### config.mk
export PLATFORM = sky130hd
export DESIGN_NAME = tls_client_hello_version_classifier
export DESIGN_NICKNAME = d
export VERILOG_FILES = /design/src/tlscv_pkg.sv /design/src/tls_client_hello_version_classifier.sv
export SDC_FILE = /design/constraint.sdc
export NUM_CORES = 1
export LEC_CHECK = 0
export BUFFER_PORTS_ARGS = -buffer_cell sky130_fd_sc_hd__buf_4
export CORE_MARGIN = 2
export CORE_UTILIZATION = 45
export DETAILED_ROUTE_END_ITERATION = 8
export GPL_TIMING_DRIVEN = 0
export PLACE_DENSITY_LB_ADDON = 0.05
export SLEW_MARGIN = 25
export SYNTH_ARGS = -nofsm -noshare
export SYNTH_HDL_FRONTEND = slang
export SYNTH_SLANG_ARGS = --single-unit
### constraint.sdc
create_clock -name i_clk -period 5.3 [get_ports i_clk]
set_input_delay 1.06 -clock i_clk [delete_from_list [all_inputs] [get_ports i_clk]]
set_output_delay 1.06 -clock i_clk [all_outputs]
set_load 0.05 [all_outputs]
### src/tlscv_pkg.sv
`default_nettype none
// ----------------------------------------------------------------------------
// TLS ClientHello version classifier package
// Shared types, protocol constants and verdict codes.
// ----------------------------------------------------------------------------
package tlscv_pkg;

    // Protocol constants.
    localparam logic [7:0]  REC_HANDSHAKE          = 8'h16;
    localparam logic [7:0]  HS_CLIENT_HELLO        = 8'h01;
    localparam logic [15:0] EXT_SUPPORTED_VERSIONS = 16'd43;
    localparam logic [7:0]  VER_MAJOR              = 8'h03;
    localparam logic [7:0]  VER_MINOR_13           = 8'h04;
    localparam logic [15:0] RANDOM_BYTES           = 16'd34;
    localparam logic [15:0] HEADER_BYTES           = 16'd5;

    // Configuration.
    localparam int unsigned   LIMIT_W          = 16;
    localparam logic [15:0]   PEEK_LIMIT_RESET = 16'd1024;

    // Verdict codes.
    typedef enum logic [1:0] {
        VERDICT_INCOMPLETE = 2'd0,
        VERDICT_TLS13      = 2'd1,
        VERDICT_NO_TLS13   = 2'd2
    } t_verdict;

    // Parse phases, one-hot.
    typedef enum logic [13:0] {
        PH_REC   = 14'h0001,
        PH_HS    = 14'h0002,
        PH_RAND  = 14'h0004,
        PH_FLEN  = 14'h0008,
        PH_FLEN2 = 14'h0010,
        PH_FBODY = 14'h0020,
        PH_XLEN  = 14'h0040,
        PH_XLEN2 = 14'h0080,
        PH_XHDR  = 14'h0100,
        PH_XSKIP = 14'h0200,
        PH_XVLEN = 14'h0400,
        PH_XVER  = 14'h0800,
        PH_XDONE = 14'h1000,
        PH_XOVER = 14'h2000
    } t_phase;

endpackage
`default_nettype wire

### src/tls_client_hello_version_classifier.sv
`default_nettype none
// ----------------------------------------------------------------------------
// TLS ClientHello version classifier
// Parses the first TLS record of a peeked buffer, one byte per transfer, and
// gives one verdict per buffer: incomplete, TLS 1.3 offered, or no TLS 1.3.
// ----------------------------------------------------------------------------
//
//  Channel   Direction  Signals                          Meaning
//  --------  ---------  -------------------------------  ---------------------
//  s_axis    in         tvalid tready tdata[7:0] tlast   one buffer byte,
//                                                        tlast = last byte
//  m_axis    out        tvalid tready tdata[7:0]         verdict, 0..2
//  cfg       in         i_cfg_we i_cfg_wdata[15:0]       peek limit register
//
//  Every byte is handled in the cycle it is accepted: the parse state and the
//  verdict register are updated at the same clock edge, so one byte per cycle
//  is sustained. Input stalls only while a verdict waits in the output
//  register and m_axis_tready is low, for as long as the sink holds it low.
//  Reset (synchronous, active low) restarts the parser at the record header
//  and sets the peek limit to 1024. A verdict appears in the cycle after the
//  byte that settles it.
//
module tls_client_hello_version_classifier #(
    parameter logic [tlscv_pkg::LIMIT_W-1:0] PEEK_LIMIT_RESET = tlscv_pkg::PEEK_LIMIT_RESET
) (
    input  wire logic                          i_clk,
    input  wire logic                          i_rst_n,
    // Byte stream in.
    input  wire logic                          s_axis_tvalid,
    output logic                               s_axis_tready,
    input  wire logic [7:0]                    s_axis_tdata,   // [7:0] data_byte
    input  wire logic                          s_axis_tlast,   // last_byte
    // Verdict out.
    output logic                               m_axis_tvalid,
    input  wire logic                          m_axis_tready,
    output logic [7:0]                         m_axis_tdata,   // [1:0] verdict, [7:2] zero
    // Configuration.
    input  wire logic                          i_cfg_we,
    input  wire logic [tlscv_pkg::LIMIT_W-1:0] i_cfg_wdata
);

    // Configuration register.
    logic [tlscv_pkg::LIMIT_W-1:0] r_limit;

    // Parse state.
    logic [15:0]       r_cnt,   n_cnt;    // bytes stored so far
    logic [15:0]       r_rl,    n_rl;     // record bytes still to come
    tlscv_pkg::t_phase r_phase, n_phase;
    logic [1:0]        r_fi,    n_fi;     // byte or field number within a phase
    logic [15:0]       r_fr,    n_fr;     // bytes left in random or a field
    logic [15:0]       r_xr,    n_xr;     // bytes left in the extension block
    logic [15:0]       r_kind,  n_kind;   // current extension type
    logic [15:0]       r_er,    n_er;     // bytes left in the current extension
    logic [7:0]        r_vlr,   n_vlr;    // version list bytes left to examine
    logic [7:0]        r_pair,  n_pair;   // handshake type, then version high byte
    logic [7:0]        r_first, n_first;  // record content type
    logic              r_given, n_given;  // verdict given for this buffer

    // Output register.
    logic                r_m_valid;
    tlscv_pkg::t_verdict r_verdict;

    logic                s_accept;
    logic                v_ok;
    tlscv_pkg::t_verdict v_val;
    logic [7:0]          b;
    logic [15:0]         room;

    assign b             = s_axis_tdata;
    assign s_axis_tready = !r_m_valid || m_axis_tready;
    assign s_accept      = s_axis_tvalid && s_axis_tready;
    assign m_axis_tvalid = r_m_valid;
    assign m_axis_tdata  = {6'b0, r_verdict};

    // Next state for one accepted byte.
    always_comb begin
        n_cnt   = r_cnt;
        n_rl    = r_rl;
        n_phase = r_phase;
        n_fi    = r_fi;
        n_fr    = r_fr;
        n_xr    = r_xr;
        n_kind  = r_kind;
        n_er    = r_er;
        n_vlr   = r_vlr;
        n_pair  = r_pair;
        n_first = r_first;
        v_ok    = 1'b0;
        v_val   = tlscv_pkg::VERDICT_INCOMPLETE;
        room    = r_er - 16'd1;

        if (!r_given && (r_cnt < r_limit)) begin
            n_cnt = r_cnt + 16'd1;
            if (r_cnt < tlscv_pkg::HEADER_BYTES) begin
                // Record header: content type, version, length.
                if (r_cnt == 16'd0) begin
                    n_first = b;
                end else if (r_cnt == 16'd3) begin
                    n_rl = {b, 8'h00};
                end else if (r_cnt == 16'd4) begin
                    n_rl = {r_rl[15:8], b};
                    if (r_first != tlscv_pkg::REC_HANDSHAKE) begin
                        v_ok  = 1'b1;
                        v_val = tlscv_pkg::VERDICT_NO_TLS13;
                    end else begin
                        n_phase = tlscv_pkg::PH_HS;
                        n_fi    = 2'd0;
                    end
                end
            end else if (r_rl != 16'd0) begin
                n_rl = r_rl - 16'd1;
                unique case (r_phase)
                    tlscv_pkg::PH_HS: begin
                        if (r_fi == 2'd0) n_pair = b;
                        if (r_fi != 2'd3) begin
                            n_fi = r_fi + 2'd1;
                        end else if (r_pair != tlscv_pkg::HS_CLIENT_HELLO) begin
                            v_ok  = 1'b1;
                            v_val = tlscv_pkg::VERDICT_NO_TLS13;
                        end else begin
                            n_phase = tlscv_pkg::PH_RAND;
                            n_fr    = tlscv_pkg::RANDOM_BYTES;
                            n_fi    = 2'd0;
                        end
                    end
                    tlscv_pkg::PH_RAND: begin
                        n_fr = r_fr - 16'd1;
                        if (n_fr == 16'd0) begin
                            n_phase = tlscv_pkg::PH_FLEN;
                            n_fi    = 2'd0;
                        end
                    end
                    tlscv_pkg::PH_FLEN, tlscv_pkg::PH_FLEN2, tlscv_pkg::PH_FBODY: begin
                        // Session id (1-byte length), cipher suites (2-byte length)
                        // and compression methods (1-byte length).
                        if (r_phase == tlscv_pkg::PH_FLEN && r_fi == 2'd1) begin
                            n_fr    = {b, 8'h00};
                            n_phase = tlscv_pkg::PH_FLEN2;
                        end else begin
                            if (r_phase == tlscv_pkg::PH_FLEN) n_fr = {8'h00, b};
                            else if (r_phase == tlscv_pkg::PH_FLEN2) n_fr = {r_fr[15:8], b};
                            else n_fr = r_fr - 16'd1;
                            if (n_fr != 16'd0) begin
                                n_phase = tlscv_pkg::PH_FBODY;
                            end else if (r_fi >= 2'd2) begin
                                n_phase = tlscv_pkg::PH_XLEN;
                                n_fi    = 2'd0;
                            end else begin
                                n_fi    = r_fi + 2'd1;
                                n_phase = tlscv_pkg::PH_FLEN;
                            end
                        end
                    end
                    tlscv_pkg::PH_XLEN: begin
                        n_xr    = {b, 8'h00};
                        n_phase = tlscv_pkg::PH_XLEN2;
                    end
                    tlscv_pkg::PH_XLEN2: begin
                        n_xr    = {r_xr[15:8], b};
                        n_fi    = 2'd0;
                        n_phase = (n_xr == 16'd0) ? tlscv_pkg::PH_XDONE : tlscv_pkg::PH_XHDR;
                    end
                    tlscv_pkg::PH_XHDR: begin
                        n_xr = r_xr - 16'd1;
                        unique case (r_fi)
                            2'd0:    n_kind = {b, 8'h00};
                            2'd1:    n_kind = {r_kind[15:8], b};
                            2'd2:    n_er   = {b, 8'h00};
                            default: n_er   = {r_er[15:8], b};
                        endcase
                        if (r_fi != 2'd3) begin
                            n_fi = r_fi + 2'd1;
                            if (n_xr == 16'd0) n_phase = tlscv_pkg::PH_XDONE;
                        end else begin
                            n_fi = 2'd0;
                            if (n_er > n_xr) begin
                                n_phase = tlscv_pkg::PH_XOVER;
                            end else if (n_kind == tlscv_pkg::EXT_SUPPORTED_VERSIONS) begin
                                if (n_er == 16'd0) begin
                                    v_ok  = 1'b1;
                                    v_val = tlscv_pkg::VERDICT_NO_TLS13;
                                end else begin
                                    n_phase = tlscv_pkg::PH_XVLEN;
                                end
                            end else if (n_er == 16'd0) begin
                                n_phase = (n_xr == 16'd0) ? tlscv_pkg::PH_XDONE
                                                          : tlscv_pkg::PH_XHDR;
                            end else begin
                                n_phase = tlscv_pkg::PH_XSKIP;
                            end
                        end
                    end
                    tlscv_pkg::PH_XSKIP: begin
                        n_xr = r_xr - 16'd1;
                        n_er = r_er - 16'd1;
                        if (n_er == 16'd0) begin
                            n_fi    = 2'd0;
                            n_phase = (n_xr == 16'd0) ? tlscv_pkg::PH_XDONE
                                                      : tlscv_pkg::PH_XHDR;
                        end
                    end
                    tlscv_pkg::PH_XVLEN: begin
                        // The list length is clipped to the room left in the extension.
                        n_vlr = ({8'h00, b} < room) ? b : room[7:0];
                        n_fi  = 2'd0;
                        n_xr  = r_xr - 16'd1;
                        n_er  = room;
                        if (n_er == 16'd0) begin
                            v_ok  = 1'b1;
                            v_val = tlscv_pkg::VERDICT_NO_TLS13;
                        end else begin
                            n_phase = tlscv_pkg::PH_XVER;
                        end
                    end
                    tlscv_pkg::PH_XVER: begin
                        // Bit 0 of the field index is the pair position, bit 1 is set
                        // once version 3.4 has been seen.
                        if (!r_fi[0]) begin
                            if (r_vlr >= 8'd2) begin
                                n_pair = b;
                                n_vlr  = r_vlr - 8'd1;
                                n_fi   = {r_fi[1], 1'b1};
                            end else begin
                                n_vlr = 8'd0;
                            end
                        end else begin
                            n_fi  = {r_fi[1] || (r_pair == tlscv_pkg::VER_MAJOR &&
                                                 b == tlscv_pkg::VER_MINOR_13), 1'b0};
                            n_vlr = r_vlr - 8'd1;
                        end
                        n_xr = r_xr - 16'd1;
                        n_er = r_er - 16'd1;
                        if (n_er == 16'd0) begin
                            v_ok  = 1'b1;
                            v_val = n_fi[1] ? tlscv_pkg::VERDICT_TLS13
                                            : tlscv_pkg::VERDICT_NO_TLS13;
                        end
                    end
                    default: begin
                        // Record header, extension block done, or overflow: no work.
                    end
                endcase
            end

            // Record complete.
            if (!v_ok && n_cnt >= tlscv_pkg::HEADER_BYTES && n_rl == 16'd0) begin
                v_ok  = 1'b1;
                v_val = (n_phase == tlscv_pkg::PH_XLEN || n_phase == tlscv_pkg::PH_XDONE)
                      ? tlscv_pkg::VERDICT_NO_TLS13 : tlscv_pkg::VERDICT_TLS13;
            end
            // Buffer full.
            if (!v_ok && n_cnt == r_limit) begin
                v_ok  = 1'b1;
                v_val = (n_cnt < tlscv_pkg::HEADER_BYTES) ? tlscv_pkg::VERDICT_INCOMPLETE
                                                          : tlscv_pkg::VERDICT_TLS13;
            end
        end

        // Last byte of the buffer with no verdict yet.
        if (!v_ok && !r_given && s_axis_tlast) begin
            v_ok  = 1'b1;
            v_val = (n_cnt < tlscv_pkg::HEADER_BYTES || n_cnt < r_limit)
                  ? tlscv_pkg::VERDICT_INCOMPLETE : tlscv_pkg::VERDICT_TLS13;
        end

        n_given = r_given || v_ok;

        // The next buffer starts from scratch.
        if (s_axis_tlast) begin
            n_cnt   = 16'd0;
            n_rl    = 16'd0;
            n_phase = tlscv_pkg::PH_REC;
            n_fi    = 2'd0;
            n_fr    = 16'd0;
            n_xr    = 16'd0;
            n_kind  = 16'd0;
            n_er    = 16'd0;
            n_vlr   = 8'd0;
            n_pair  = 8'd0;
            n_first = 8'd0;
            n_given = 1'b0;
        end
    end

    // Configuration register.
    always_ff @(posedge i_clk) begin
        if (!i_rst_n) begin
            r_limit <= PEEK_LIMIT_RESET;
        end else if (i_cfg_we) begin
            r_limit <= i_cfg_wdata;
        end
    end

    // Parse state.
    always_ff @(posedge i_clk) begin
        if (!i_rst_n) begin
            r_cnt   <= 16'd0;
            r_rl    <= 16'd0;
            r_phase <= tlscv_pkg::PH_REC;
            r_fi    <= 2'd0;
            r_fr    <= 16'd0;
            r_xr    <= 16'd0;
            r_kind  <= 16'd0;
            r_er    <= 16'd0;
            r_vlr   <= 8'd0;
            r_pair  <= 8'd0;
            r_first <= 8'd0;
            r_given <= 1'b0;
        end else if (s_accept) begin
            r_cnt   <= n_cnt;
            r_rl    <= n_rl;
            r_phase <= n_phase;
            r_fi    <= n_fi;
            r_fr    <= n_fr;
            r_xr    <= n_xr;
            r_kind  <= n_kind;
            r_er    <= n_er;
            r_vlr   <= n_vlr;
            r_pair  <= n_pair;
            r_first <= n_first;
            r_given <= n_given;
        end
    end

    // Output register: a verdict waits here until the sink takes it.
    always_ff @(posedge i_clk) begin
        if (!i_rst_n) begin
            r_m_valid <= 1'b0;
        end else if (s_accept && v_ok) begin
            r_m_valid <= 1'b1;
        end else if (m_axis_tready) begin
            r_m_valid <= 1'b0;
        end
    end

    always_ff @(posedge i_clk) begin
        if (s_accept && v_ok) begin
            r_verdict <= v_val;
        end
    end

endmodule
`default_nettype wire

==> flow_summary_export.csv, run 1 <==
group,metric,value,unit
cts,h-tree-depth,4,
placed_design,gp_congestion,0.980,
finish,n_fill_cell,3111,
cts,cts_tree,"built",
floorplan,die-area,32600,sq um
cts,cts.path.max_buffers,2,
finish,fin_cells,2354,
worst_setup_path,crit_arrival,5.49,ns
sta,final_max_slew_viol_count,0,
global_routing,grt_pass1_vias,14100,
synth,ys_seq_area_share,22.4,%
global_routing,grt_use_total,33.3,%
synth,yosys_warnings,0,
finish,area_growth,10.3,%
sta,max_freq,190,MHz
worst_setup_path,critPathCaptureType,"flip-flop",
sta,tightest_slew,1.14,ns
route,postRouteAntennaNets,0,
floorplan,io_pins,40,
worst_setup_path,cp-start-kind,"input port",
synth,ys_async_sr_fraction,0,%
sta,hold_viol_final,0,
cts,cts_buffers,17,
synth,synth_cell_type_count,88,
global_routing,grt_pass1_wl,84.9,mm
pwr,power,3.10,mW
synth,syn_area,14000,sq um
floorplan,core,30600,sq um
route,drc,0,
route,drtIter0Drc,1603,
placed_design,place_inst,2323,
floorplan,die_w,180,um
finish,drive_above_1_share,6.64,%
worst_setup_path,required,5.51,ns
worst_setup_path,criticalPathCategory,"in -> reg",
synth,postSynthAreaPerCell,7.40,sq um
global_routing,gr-total-overflow,0,
cts,cts-root-buf,"clkbuf_16",
synth,synth-edff-count,2,
synth,syn_inst,1893,
finish,nets,2044,
floorplan,rows,64,
route,num_vias,15100,
cts,cts_sinks,156,
global_routing,antenna_found_initial,2,
pwr,max-vdd-ir-drop,0.243,mV
synth,synth_flop_cell,"dfxtp_1",
placed_design,io_buffers,29,
placed_design,dpl.hpwl,41.7,mm
sta,final-setup-viol-count,0,
pwr,leakage,5.76,nW
sta,min_period_over_period,99.5,%
global_routing,grt_max_degree,19,
route,wl_per_cell,23.4,um
route,dr.pass1.iters,6,
sta,rsz0062_at_grt,"false",
floorplan,initial_core_util,45.8,%
synth,ys_ff_latch,156,
run,drv_cap,0,
status,status,"finished, final reports clean",
worst_hold_path,hold_path_class,"reg -> reg",
worst_setup_path,crit_fanout,10,
sta,max_slew_margin,24.0,%
finish,n_antenna_cell,0,
sta,skew,0.0139,ns
route,vias_per_cell,6.43,
sta,min_period,5.27,ns
floorplan,die_h,180,um
cts,clk_latency,0.47,ns
route,routed_wl,55.0,mm
sta,holdWs,0.479,ns
pwr,p_per_area,201,nW/um^2
cts,clk_pin_slew,0.07,ns
-- cells by family (layout without fill, tap and decap cells) --
group	Yosys count	count (layout)	synth area share (%)
muxes	46	46	3.30
and+or+nand+nor	816	816	32.0
AOI/OAI and AO/OA	504	504	24.3
adders and majority gates	70	70	6.23
buffers and inverters	205	265	5.80
DFF	156	156	22.4
other	1	6	0.0268
xor gates and xnor gates	95	95	5.94
-- metal layers --
layer	GRT usage [%]	vias to the layer above	wire length (um)
met1	44.9	7203	23900
li1	-	7060	-
met4	16.0	0	2620
met5	0	-	0
met2	51.4	743	24100
met3	5.70	126	4380
-- path summary, 6_finish.rpt --
path	start	endpoint	slack, ns	depth (start not counted)
setup / recovery	s_axis_tdata[4]	r_verdict[0]$_DFFE_PP_	0.03	14
hold / removal	r_kind[15]$_SDFFE_PN0P_	r_kind[15]$_SDFFE_PN0P_	0.48	2
setup reg to reg	r_cnt[0]$_SDFFE_PN0P_	r_verdict[0]$_DFFE_PP_	0.20	13
hold reg to reg	r_kind[15]$_SDFFE_PN0P_	r_kind[15]$_SDFFE_PN0P_	0.48	2
-- critical path, cell delays in order --
cell	delay (ns)
buf_4	0.08
clkbuf_1	0.54
clkdlybuf4s15_1	0.88
a22o_1	0.32
ha_1	0.24
and4_1	0.18
nor2b_1	0.14
a31o_2	0.25
o32ai_1	0.56
a2111oi_0	0.24
nor2_1	0.18
xnor2_1	0.16
o2111ai_1	0.23
a221o_1	0.41
-- sequential cells by signal, indices dropped and copies added (netlist names) --
name / count
r_vlr: 8
r_er: 16
r_fr: 16
r_cnt: 16
r_fi: 2
r_phase: 14
m_axis_tvalid: 1
r_verdict: 2
r_limit: 16
r_kind: 16
r_first: 8
r_pair: 8
r_rl: 16
r_xr: 16
r_given: 1
-- cell usage in the layout, fill, tap and decap left out, types with 34 or more instances in the layout --
cell,Yosys,final
clkbuf_1,127,125
a22oi_1,45,45
nand4_1,34,34
nand2_1,129,129
nor2_1,164,161
dfxtp_1,154,154
xnor2_1,63,63
mux2i_1,44,44
a21oi_1,108,107
nand3_1,60,60
nor4_1,41,38
buf_4,7,36
nor2b_1,140,140
inv_1,57,57
nor3_1,72,72
ha_1,69,69
o21ai_0,102,101
-- Yosys cell counts (15+ instances only) --
master / number / area share (%)
nor2_1: 164 / 4.4
dfxtp_1: 154 / 22
nor2b_1: 140 / 6.3
nand2_1: 129 / 3.5
clkbuf_1: 127 / 3.4
a21oi_1: 108 / 3.9
o21ai_0: 102 / 3.6
nor3_1: 72 / 2.6
ha_1: 69 / 6.2
xnor2_1: 63 / 3.9
nand3_1: 60 / 2.1
inv_1: 57 / 1.5
a22oi_1: 45 / 2.4
mux2i_1: 44 / 3.1
nor4_1: 41 / 1.8
nand4_1: 34 / 1.5
xor2_1: 32 / 2.0
a31oi_1: 26 / 1.2
or4_1: 23 / 1.2
o211ai_1: 22 / 1.2
a21boi_0: 21 / 1.1
or3_1: 21 / 0.94
a21o_1: 20 / 1.1
a211oi_1: 19 / 1.0
nand2b_1: 19 / 0.85
and2_1: 17 / 0.76
and3_1: 16 / 0.71
a2111oi_0: 15 / 0.94
-- power by group --
| part | internal (mW) | switching (mW) |
|---|---|---|
| Combinational | 0.177 | 0.342 |
| Clock | 0.765 | 0.601 |
| Sequential | 1.20 | 0.0231 |
-- timing repair --
item                       4_1_cts  5_1_grt
setup endpoints to repair        1        4
gates resized for setup          1       15
hold buffers                     0        0
buffers inserted                 0        0
-- area by class of cell --
class	instances	area, sq um	share of cell area, %
flip-flops and latches	156	3140	20.3
plain buffers	146	601	3.89
well taps	396	495	3.21
clock buffers	18	439	2.84
clock inverters	14	186	1.21
multi-input cells	1537	10200	65.7
repair buffers	29	218	1.41
inverters	58	218	1.41
-- metrics by stage --
step	worst slack (ns)	util, %	area, sq um	TNS (ns)
global route	0.00414	50.5	15500	0
finish	0.0272	50.5	15500	0
detailed placement	-0.387	48.3	14800	-1.18
global placement	-0.451	48.2	14700	-1.47
floorplan	0.759	-	14000	0
CTS	0.0669	50.3	15400	0
Note: power is estimated with default switching activity, not from simulation.
==> run 2: changes to the inputs <==
Settings changed: BUFFER_PORTS_ARGS -buffer_cell sky130_fd_sc_hd__buf_4 to -buffer_cell sky130_fd_sc_hd__buf_2, CELL_PAD_IN_SITES_DETAIL_PLACEMENT set to 0, CELL_PAD_IN_SITES_GLOBAL_PLACEMENT set to 2, CORE_UTILIZATION 45 to 38.
==> run 2 against run 1 <==
Global-route usage shrank 2.9 points. Via count is 2.1% lower. Total power is 2.7% lower. Combinational power barely moved. Worst setup slack better by 0.20 ns. Largest power group unchanged. Die area is 18% higher.
==> flow_summary_export.csv, run 2 (synthesis results as in run 1) <==
group,metric,value,unit
route,routed_wl,58.5,mm
finish,final_cell_mix,"nor2_1 (162), dfxtp_1 (154), nor2b_1 (140)",
finish,fin_util,42.4,%
route,num_vias,14800,
finish,drive_above_1_share,7.00,%
worst_hold_path,hold_path_class,"reg -> reg",
sta,min_period_over_period,95.6,%
floorplan,rows,70,
route,vias_per_cell,6.11,
cts,cts_sinks,156,
finish,area_growth,10.2,%
worst_setup_path,crit_fanout,10,
sta,skew,0.0137,ns
worst_setup_path,crit_arrival,5.29,ns
sta,max_slew_margin,22.4,%
sta,max_freq,197,MHz
route,drc,0,
floorplan,die-area,38400,sq um
sta,hold_viol_final,0,
finish,n_fill_cell,3891,
placed_design,io_buffers,29,
cts,cts_tree,"built",
cts,hold_buffers,0,
cts,h-tree-depth,4,
sta,tightest_slew,1.16,ns
worst_setup_path,critPathCaptureType,"flip-flop",
floorplan,core,36400,sq um
floorplan,die_w,196,um
finish,final_common_cell,"nor2_1",
pwr,max-vdd-ir-drop,0.231,mV
global_routing,grt_use_total,30.4,%
pwr,p_per_area,196,nW/um^2
sta,min_period,5.07,ns
cts,cts_buffers,17,
sta,fin_setup_tns,0,ns
cts,clk_pin_slew,0.08,ns
finish,n_antenna_cell,0,
worst_setup_path,ff2ff_setup_slack,0.23,ns
placed_design,dpl.hpwl,44.5,mm
worst_setup_path,criticalPathCategory,"reg -> reg",
global_routing,grt_pass1_vias,13900,
finish,nets,2044,
pwr,leakage,5.74,nW
global_routing,grt_pass1_wl,88.5,mm
worst_setup_path,required,5.52,ns
placed_design,preCtsSetupSlack,-0.257,ns
sta,setup_ws,0.231,ns
status,status,"finished, final reports clean",
sta,final-setup-viol-count,0,
cts,cts-root-buf,"clkbuf_16",
route,postRouteAntennaNets,0,
sta,final_max_slew_viol_count,0,
global_routing,antenna_found_initial,1,
sta,holdWs,0.476,ns
global_routing,grt_max_degree,19,
run,drv_cap,0,
global_routing,gr-total-overflow,0,
worst_setup_path,cp-start-kind,"flip-flop",
cts,clk_latency,0.47,ns
route,drtIter0Drc,1397,
floorplan,initial_core_util,38.5,%
route,wl_per_cell,24.1,um
placed_design,gp_congestion,0.954,
floorplan,io_pins,40,
route,dr.pass1.iters,6,
floorplan,die_h,196,um
cts,cts.path.max_buffers,2,
## run 2: changes by cell type in the layout (fill, tap and decap cells not counted), moves of 3 or more
| cell | change |
|---|---|
| buf_2 | +29 |
| buf_4 | -29 |
| bufinv_16 | -3 |
| clkbuf_1 | -3 |
| clkbuf_2 | +3 |
| clkinv_4 | -4 |
| inv_6 | +7 |
## run 2: cell type report
cell class	instances	area, sq um	area share, %
Tap cell	468	586	3.79
Inverter	58	218	1.41
Timing Repair Buffer	30	156	1.01
Multi-Input combinational cell	1537	10200	65.9
Buffer	145	594	3.85
Sequential cell	156	3140	20.4
Clock buffer	17	425	2.76
Clock inverter	15	143	0.924
## run 2: worst max-delay path, stage by stage (launching register included)
cell      delay [ns]
dfxtp_1         0.41
inv_1           0.16
ha_1            0.27
clkbuf_1        0.40
o21ai_0         0.12
o21ai_0         0.74
ha_1            0.37
nor2b_1         0.13
o21ai_0         0.16
nand2b_1        0.08
o2111a_1        0.29
o31a_1          0.40
nand4b_1        0.39
a41oi_2         0.46
a311oi_2        0.09
a221o_1         0.33
## run 2: path summary, 6_finish.rpt
| path | start | to | cells past startpoint |
|---|---|---|---|
| max | r_fi[1]$_SDFFE_PN0P_ | r_verdict[0]$_DFFE_PP_ | 15 |
| min | r_kind[15]$_SDFFE_PN0P_ | r_kind[15]$_SDFFE_PN0P_ | 2 |
| max reg2reg | r_fi[1]$_SDFFE_PN0P_ | r_verdict[0]$_DFFE_PP_ | 15 |
| min reg2reg | r_kind[15]$_SDFFE_PN0P_ | r_kind[15]$_SDFFE_PN0P_ | 2 |
## run 2: what timing repair did
action                                  4_1_cts  5_1_grt
hold endpoints to repair                      0        0
endpoints found under the setup margin        1        4
gates resized for setup                       0       15
setup buffers                                 0        0
pin swaps                                     0        0
## run 2: metal layers
layer	routed length (um)	vias up	track usage [%]
met1	26700	7190	41.6
li1	-	7063	-
met3	3310	85	3.80
met5	0	-	0
met2	26700	481	49.5
met4	1740	0	10.1
## run 2: where the power goes
part           leakage [nW]  internal (mW)  switching, mW
logic                  4.19          0.171          0.350
registers              1.27           1.20         0.0240
clock network         0.278          0.626          0.652
total                  5.74           1.99           1.03
## run 2: per-stage QoR
stage / power (mW) / cell area [sq um] / std cells
2_1_floorplan: 1.58 / 14000 / 1898
3_3_place_gp: 1.76 / 14800 / 2395
3_5_place_dp: 1.76 / 14800 / 2396
4_1_cts: 3.03 / 15400 / 2427
5_1_grt: 3.13 / 15400 / 2426
6_report: 3.02 / 15400 / 2426
==> run 3: changes to the inputs <==
Settings changed: CORE_UTILIZATION 38 to 31.
==> run 3 against run 2 <==
Total power grew 1.0%. Worst setup slack lost 0.097 ns. Global-route usage is 3.7 points lower. Non-clock buffer count increased by 1. Clock power hardly changed. Clock skew shrank 0.0023 ns. First-iteration DRC count fell by 18%. Sequential share of layout area down 0.23 points. Critical path depth stayed put. Fmax fell by 1.9%. Routed wire length rose by 6.4%. Die area grew 22%. Highest routed layer unchanged.
==> flow_summary_export.csv, run 3 (synthesis results as in run 1) <==
group,metric,value,unit
sta,final_max_slew_viol_count,0,
worst_setup_path,crit_path_end,"r_verdict[0]$_DFFE_PP_",
worst_setup_path,worstReg2RegEnd,"r_verdict[0]$_DFFE_PP_",
cts,cts-root-buf,"clkbuf_16",
finish,regArea,3140,sq um
placed_design,io_buffers,29,
finish,nets,2045,
route,routed_wl,62.2,mm
cts,cts_buffers,17,
sta,min_period_over_period,97.5,%
sta,rsz0062_at_grt,"false",
finish,final_cell_mix,"nor2_1 (164), dfxtp_1 (154), nor2b_1 (140)",
worst_setup_path,cp-start-kind,"flip-flop",
pwr,max-vdd-ir-drop,0.188,mV
sta,min_period,5.17,ns
sta,skew,0.0114,ns
global_routing,met3_usage,3.51,%
global_routing,grt_pass1_wl,93.5,mm
route,wl_per_cell,24.4,um
finish,final_common_cell,"nor2_1",
cts,cts.path.max_buffers,2,
sta,hold_viol_final,0,
worst_setup_path,critPathCaptureType,"flip-flop",
worst_setup_path,critPathLaunch,"r_fi[1]$_SDFFE_PN0P_",
route,drtIter0Drc,1147,
cts,post_cts_buffers,0,
finish,drive_above_1_share,7.10,%
global_routing,grt_pass1_vias,14400,
route,drc,0,
floorplan,io_pins,40,
global_routing,gr-total-overflow,0,
floorplan,rows,77,
placed_design,gp_congestion,0.925,
global_routing,use_met1,36.3,%
sta,max_slew_margin,28.0,%
worst_setup_path,criticalPathCategory,"reg -> reg",
run,drv_cap,0,
status,status,"finished, final reports clean",
floorplan,die_w,217,um
worst_setup_path,r2r_cells,15,
global_routing,antenna_found_initial,4,
global_routing,busiest_layer,"met2",
route,dr.pass1.iters,5,
floorplan,die_h,217,um
sta,setup_ws,0.133,ns
cts,h-tree-depth,4,
floorplan,initial_core_util,31.5,%
floorplan,core,44400,sq um
worst_setup_path,crit_fanout,10,
global_routing,use_met2,42.7,%
finish,n_antenna_cell,0,
placed_design,preCtsSetupSlack,-0.397,ns
worst_hold_path,hold_path_class,"reg -> reg",
sta,tightest_slew,1.08,ns
cts,cts_tree,"built",
route,num_vias,14700,
worst_setup_path,required,5.56,ns
route,vias_per_cell,5.77,
route,postRouteAntennaNets,0,
worst_setup_path,reg2reg_from,"r_fi[1]$_SDFFE_PN0P_",
worst_setup_path,ff2ff_setup_slack,0.13,ns
cts,cts_sinks,156,
finish,area_growth,11.4,%
worst_setup_path,crit_arrival,5.42,ns
placed_design,dpl.hpwl,47.1,mm
global_routing,grt_use_total,26.7,%
cts,clk_latency,0.51,ns
pwr,leakage,5.76,nW
pwr,p_per_area,196,nW/um^2
sta,max_freq,194,MHz
sta,final-setup-viol-count,0,
global_routing,grt_max_degree,19,
sta,fin_setup_tns,0,ns
finish,n_fill_cell,4808,
cts,clk_pin_slew,0.08,ns
floorplan,die-area,46900,sq um
finish,multi_input_area,10200,sq um
-- run 3: cell count changes in the layout (fill, tap and decap cells not counted), sizes merged --
cell	change
clkbuf	+1
clkinv	+3
clkinvlp	-1
inv	-2
-- run 3: power breakdown --
group | leakage [nW] | total (mW) | internal [mW] | switching, mW
sequential | 1.27 | 1.22 | 1.20 | 0.0241
clock | 0.290 | 1.31 | 0.632 | 0.673
combinational | 4.21 | 0.525 | 0.171 | 0.354
-- run 3: per-layer routing --
metal  vias to the layer above  share of wire [%]
met1                      7166                 47
met2                       417                 45
li1                       7054                  -
met3                        86                4.4
met4                         0                3.2
met5                         -                  0
-- run 3: worst min-delay path by stage --
| stage | start | to | slack [ns] | cells after the start |
|---|---|---|---|---|
| after global routing | r_kind[15]$_SDFFE_PN0P_ | r_kind[15]$_SDFFE_PN0P_ | 0.51 | 2 |
| after CTS | r_kind[15]$_SDFFE_PN0P_ | r_kind[15]$_SDFFE_PN0P_ | 0.49 | 2 |
| after global placement | r_kind[15]$_SDFFE_PN0P_ | r_kind[15]$_SDFFE_PN0P_ | 0.46 | 2 |
| after detailed placement | r_kind[15]$_SDFFE_PN0P_ | r_kind[15]$_SDFFE_PN0P_ | 0.47 | 2 |
| final | r_kind[15]$_SDFFE_PN0P_ | r_kind[15]$_SDFFE_PN0P_ | 0.48 | 2 |
| after floorplan | r_kind[15]$_SDFFE_PN0P_ | r_kind[15]$_SDFFE_PN0P_ | 0.44 | 2 |
-- run 3: area by class of cell --
type	instances	area share, %
buffer	147	3.95
tap	592	4.75
clock buffer	17	2.73
clock inverter	15	1.03
inverter	58	1.39
sequential	156	20.1
timing repair buffer	29	0.930
multi-input combinational	1537	65.1
-- run 3: through the flow --
stage | hold WS, ns | area [sq um] | instances | util [%] | power (mW)
3_3_place_gp | 0.457 | 14900 | 2519 | 33.6 | 1.77
2_1_floorplan | 0.441 | 14000 | 1898 | - | 1.58
5_1_grt | 0.507 | 15600 | 2551 | 35.1 | 3.19
4_1_cts | 0.486 | 15500 | 2551 | 35.0 | 3.10
6_report | 0.482 | 15600 | 2551 | 35.1 | 3.05
3_5_place_dp | 0.474 | 14900 | 2519 | 33.6 | 1.77
-- run 3: repair_timing --
item                       4_1_cts  5_1_grt
gates cloned                     0        0
pin swaps                        0        0
hold buffers                     0        0
setup endpoints to repair        1        4
resized for setup                3       18
-- run 3: worst max-delay path: stages (launching register included) --
cell       delay [ns]
dfxtp_1          0.40
inv_1            0.18
ha_1             0.25
clkbuf_1         0.41
o21ai_0          0.15
o21ai_0          0.80
ha_1             0.29
o21ai_0          0.09
a21oi_1          0.20
o2111a_1         0.32
o31a_1           0.32
nand4b_1         0.30
nand2_1          0.15
nor4b_2          0.33
o2111ai_1        0.28
a221o_1          0.44
